<file path="src/sv/crse_pkg.sv">
package crse_pkg;

    // Coordinate and parameter formats
    localparam int COORD_W = 32;
    localparam int FRAC_W  = 16;
    localparam int PARAM_W = FRAC_W + 1;

    // Working width of the lane datapath: covers 3 * 2a and the partial sums
    localparam int ACC_W  = COORD_W + 8;
    localparam int PROD_W = ACC_W + PARAM_W;

    // Register stages inside one lane, and accept-to-strobe latency of the block
    localparam int LANE_DEPTH = 7;
    localparam int RESULT_LAT = LANE_DEPTH + 1;

    localparam logic [PARAM_W-1:0] PARAM_ONE = PARAM_W'(1) << FRAC_W;

    typedef logic signed [COORD_W-1:0] coord_t;
    typedef logic signed [ACC_W-1:0]   acc_t;
    typedef logic        [ACC_W-1:0]   mag_t;
    typedef logic        [PROD_W-1:0]  prod_t;
    typedef logic        [PARAM_W-1:0] param_t;

    typedef struct packed {
        acc_t point;
        acc_t slope;
    } lane_res_t;

    function automatic mag_t mag_of(input acc_t x);
        mag_t m;
        m = x[ACC_W-1] ? mag_t'(-x) : mag_t'(x);
        return m;
    endfunction

    // Round a magnitude product to nearest, ties away from zero, then restore the sign
    function automatic acc_t round_mul(input prod_t p, input logic neg, input int sh);
        prod_t r;
        mag_t  m;
        r = (p + (prod_t'(1) << (sh - 1))) >> sh;
        m = mag_t'(r);
        return neg ? -acc_t'(m) : acc_t'(m);
    endfunction

    function automatic acc_t half_round(input acc_t x);
        mag_t m;
        m = mag_of(x);
        m = (m + mag_t'(1)) >> 1;
        return x[ACC_W-1] ? -acc_t'(m) : acc_t'(m);
    endfunction

endpackage

</file>
<file path="src/sv/crse_merge.sv">
module crse_merge (
    input  logic                clk,
    input  logic                rst_n,
    input  logic                in_valid,
    input  crse_pkg::lane_res_t lane_x,
    input  crse_pkg::lane_res_t lane_y,
    output logic                done,
    output crse_pkg::coord_t    point_x,
    output crse_pkg::coord_t    point_y,
    output crse_pkg::coord_t    slope_x,
    output crse_pkg::coord_t    slope_y,
    output logic                clamped
);
    import crse_pkg::*;

    localparam coord_t COORD_MAX = {1'b0, {(COORD_W-1){1'b1}}};
    localparam coord_t COORD_MIN = {1'b1, {(COORD_W-1){1'b0}}};

    // Out of range when the bits above the coordinate sign do not all copy it
    function automatic logic is_over(input acc_t v);
        return (v[ACC_W-1:COORD_W-1] != {(ACC_W-COORD_W+1){1'b0}})
            && (v[ACC_W-1:COORD_W-1] != {(ACC_W-COORD_W+1){1'b1}});
    endfunction

    function automatic coord_t sat(input acc_t v);
        coord_t r;
        if (is_over(v))
            r = v[ACC_W-1] ? COORD_MIN : COORD_MAX;
        else
            r = v[COORD_W-1:0];
        return r;
    endfunction

    logic   done_reg;
    coord_t px_reg, py_reg, sx_reg, sy_reg;
    logic   clamped_next, clamped_reg;

    always_comb
    begin
        clamped_next = is_over(lane_x.point) | is_over(lane_y.point)
                     | is_over(lane_x.slope) | is_over(lane_y.slope);
    end

    always_ff @(posedge clk or negedge rst_n)
    begin
        if (!rst_n)
            done_reg <= 1'b0;
        else
            done_reg <= in_valid;
    end

    always_ff @(posedge clk)
    begin
        px_reg      <= sat(lane_x.point);
        py_reg      <= sat(lane_y.point);
        sx_reg      <= sat(lane_x.slope);
        sy_reg      <= sat(lane_y.slope);
        clamped_reg <= clamped_next;
    end

    assign done    = done_reg;
    assign point_x = px_reg;
    assign point_y = py_reg;
    assign slope_x = sx_reg;
    assign slope_y = sy_reg;
    assign clamped = clamped_reg;

endmodule

</file>
<file path="config.mk">
export PLATFORM = sky130hd
export DESIGN_NAME = crse_merge
export DESIGN_NICKNAME = d
export VERILOG_FILES = /design/src/sv/crse_pkg.sv /design/src/sv/crse_merge.sv
export SDC_FILE = /design/constraint.sdc
export NUM_CORES = 1
export LEC_CHECK = 0
export BUFFER_PORTS_ARGS = -buffer_cell sky130_fd_sc_hd__buf_2
export CAP_MARGIN = 20
export CORE_AREA = 2 2 115 117
export DETAILED_ROUTE_END_ITERATION = 7
export DIE_AREA = 0 0 117 119
export GPL_TIMING_DRIVEN = 1
export PLACE_DENSITY = 0.65
export SLEW_MARGIN = 20
export SYNTH_ARGS = -nofsm -noshare
export SYNTH_HDL_FRONTEND = slang
export SYNTH_SLANG_ARGS = --single-unit
export TNS_END_PERCENT = 20
</file>
<file path="constraint.sdc">
create_clock -name clk -period 0.9 [get_ports clk]
set_input_delay 0.18 -clock clk [delete_from_list [all_inputs] [get_ports clk]]
set_output_delay 0.18 -clock clk [all_outputs]
set_load 0.05 [all_outputs]
</file>
== After elaboration in Yosys (flattened, before gate mapping) ==
Cells that the tools add are included.
Word-level totals
  flip-flop bits (word level): 130
  input port bits: 163
  output and inout bits: 130
  logic and storage cells: 29
Operators by class
  equality and inequality tests: 4
  mux-type cells: 8
  bitwise logic cells: 3
  reductions and logical operators: 8
Operator list (number)
  2-to-1 mux 32 bit: 8
  inequality test 9 bit, second input constant: 4
  nonzero test 9 bit: 4
  logical AND 1 bit: 4
  OR 1 bit: 3

== Depth between registers and ports, before layout ==
  depth in word-level cells: 5
  mapped depth: 5
  mapped depth without buffers: 4

== Worst setup path before layout ==
Ideal clock, no wire load.
  kind: input -> register
  start: input lane_x[38] (netlist name)
  end: register sx_reg[30] (netlist: slope_x[30])
  setup time: 114 ps
  arrival time: 999 ps
  data required time: 786 ps
  slack: -213 ps
  stages: 4
  path buffers: 1
  path through: nor4_2 > a311oi_2 > buf_6 > a21o_1
On the way
  longest elaborated chain between the ends: 3
  elaborated cells between the ends (all ways): 4
  classes of those cells: eq/ne: 1; mux: 1; reduce/logical: 2
Ends and longest elaborated chain
  from (decl): line crse_merge.sv:5  | input crse_pkg::lane_res_t lane_x,
  inequality test 9 bit or nonzero test 9 bit (tied branches): line crse_merge.sv:22, crse_merge.sv:21
  logical AND 1 bit (*): line crse_merge.sv:22  | && (v[ACC_W-1:COORD_W-1] != {(ACC_W-COORD_W+1){1'b1}});
  2-to-1 mux 32 bit (*): line crse_merge.sv:27  | if (is_over(v))
  to (signal assigned): line crse_merge.sv:56  | sx_reg <= sat(lane_x.slope);
  to (decl): line crse_merge.sv:35  | coord_t px_reg, py_reg, sx_reg, sy_reg;
Mark *: on every way between the ends. The rest lies on a longest branch, timed or not.

== Worst setup path in the final report ==
  start: register done_reg (netlist: done)
  end: output done
RTL lines
  from (decl): line crse_merge.sv:34  | logic done_reg;
  from (signal assigned): line crse_merge.sv:49  | done_reg <= in_valid;
  to (decl): line crse_merge.sv:7  | output logic done,
No word-level cell between the ends.

==> out/qor.csv <==
metric;value;unit
status;complete, but fails checks;
failing checks;negative setup slack;
clk slew on worst S/H paths;60;ps
area share of fa/ha/maj cells after synthesis;0;%
die area;13900;µm²
vias;4247;
peak supply drop;1830;µV
Fin Setup TNS;-22950;ps
Horiz. Die Dim;117;µm
Design Power;17.8;mW
grt ovf;0;
Ports;293;
Hold/Removal Path Class;in2reg;
CP Launch Type;register;
synth-to-layout area growth;130;%
Post-Route Utilization;71.3;%
worst path bufs/invs;1;
DRC;0;
GRT busiest layer;met2;
DIE HEIGHT;119;µm
area leader, netlist;dfxtp_1;
Tightest Pin Transition;712;ps
Final setup viols;168;
post-route ant nets;0;
M1 GR Usage;19.5;%
slew margin rel.;52.4;%
synthesized area;3990;µm²
met2 usage;39.2;%
post-synth top area share;64.8;%
simple-gate portion of the synthesized area;4.62;%
Starting Density;31.0;%
final number of hold-violating endpoints;0;
vias in the first global route;4557;
Crit Path Max Fanout;1;
# fillers;794;
PD cells;1940;nW/µm²
H-Tree Depth;4;
synth top area cells;dfxtp_1, a21o_1, buf_6;
Synth Area in XOR/XNOR;0;%
Commonest cells post-synth;dfxtp_1, a21o_1, clkbuf_1, buf_6, nand4_1;
Worst Setup SP;done;
sequential share of the synthesized area;65.4;%
mux share of post-synthesis cell area;0;%
Yosys cell types;23;
Final Cycle Share;125;%
share of cells above drive strength 1;64.7;%
top-count cell post-synth;dfxtp_1;
Yosys warnings;0;
Post-Route WL;16.3;mm
Gate Count Post-Synth;315;
root buf cell;clkbuf_16;
core area;12900;µm²
CP endpoint kind;primary output;
CTS tree;yes;
Synth Area in Compound Gates;25.0;%
CP Class;reg2out;
CP delay by family, top;flip-flops;
max-cap violation count;0;
GRT Total Usage;21.2;%
first-pass GRT wire length;22.3;mm
Post-DP HPWL;8.59;mm
Setup WS post-layout;-227;ps
Final Wtd Congestion;0.763;
WL/cell;17.2;µm
DR iter-0 viols;172;
asr flop ratio synth;0.769;%
TritonCTS buffer count;17;
IO Port Bufs;292;
worst-path cell chain;buf_6;
Slowest-stage cell, CP;dfrtp_1;
P_leak;4.57;nW
Core Rows;42;
Final #Nets;917;
Worst EP required;720;ps
RSZ-0062 raised after global routing;yes;
Primary FF master, synth;dfxtp_1;
number of flops mapped to enable cells by yosys;0;
largest net degree at the start of global routing;32;
Avg Inst Size Synth;12.7;µm²
WP data arrival;950;ps
final worst path period need;1130;ps
Pins Over Slew Limit;0;
grt met3 use;8.09;%
antenna violations before repair;1;
Sink Count;130;
CP Depth;1;
worst setup path endpoint;done;
1st-pass router iterations;4;
via/cell ratio;4.50;
Synth Register Bits;130;
main combinational cell family by area after synthesis;compound AO/OA/AOI/OAI gates;
post-synth net total;478;
Crit path largest cell delay;380;ps
clock buffer depth;2;
achievable frequency;0.888;GHz
## cells by family after synthesis
| logic type | Yosys count |
|---|---|
| buf+inv | 28 |
| flops | 130 |
| simple gates | 26 |
| compound gates | 131 |
## placed cells by master, fill, tap and decap left out, drive strengths merged, types with 2 or more instances in the layout
master,netlist,routed
nor3,3,3
clkinv,0,7
nand4,7,7
a21oi,2,2
o21ai,2,2
nor2,2,2
buf,14,319
dlygate4sd3,0,129
a21o,124,124
clkbuf,14,18
nor2b,3,3
nor4,6,6
nand3,3,3
dfxtp,129,129
bufinv,0,5
clkinvlp,0,2
nand2,2,2
## power by group
group	total (mW)	switching [mW]	leakage, nW	internal (mW)
Clock	7.55	2.57	0.316	4.98
Combinational	3.78	1.98	3.17	1.80
Sequential	6.43	0.237	1.09	6.19
Total	17.8	4.79	4.57	13.0
## per-layer routing
metal,up-vias,wire [µm]
met3,51,1370
li1,1979,-
met2,235,8730
met1,1982,5520
met5,-,0
met4,0,652
## how the worst min path moves through the flow
stage / from / end / slack [ps] / cells past startpoint
after floorplan: rst_n / done / -120 / 0
after global placement: rst_n / done / -50 / 1
after detailed placement: rst_n / done / -40 / 1
after CTS: lane_x[79] / point_x[31] / 10 / 2
after global routing: lane_x[79] / point_x[31] / 20 / 2
final: lane_x[79] / point_x[31] / 30 / 2
## per-stage QoR
step           instances  setup slack, ps  hold WS [ps]  cell area (µm²)
5_1_grt              944             -262          22.1             9180
3_5_place_dp         782             -532         -44.2             5780
4_1_cts              943             -256          12.1             8960
3_3_place_gp         782             -525         -45.3             5780
2_1_floorplan        315             -190          -116             3990
6_report             944             -227          29.8             9180
## area by class of cell
cell class	instances	area, µm²	share of cell area, %
timing repair buffer	448	4280	46.6
tap	176	220	2.40
antenna	1	2.50	0.0273
multi-input combinational	157	1250	13.7
clock buffer	18	439	4.79
clock inverter	14	211	2.30
sequential	130	2770	30.2
## timing repair
action                                 in CTS  in global routing
endpoints found under the hold margin     129                  0
setup buffers                               0                  0
hold buffers                              129                  0
pin swaps                                   2                  5
setup endpoints to repair                 153                191
resized for setup                         458                 54
No activity file was read; power rests on OpenSTA's default activity.
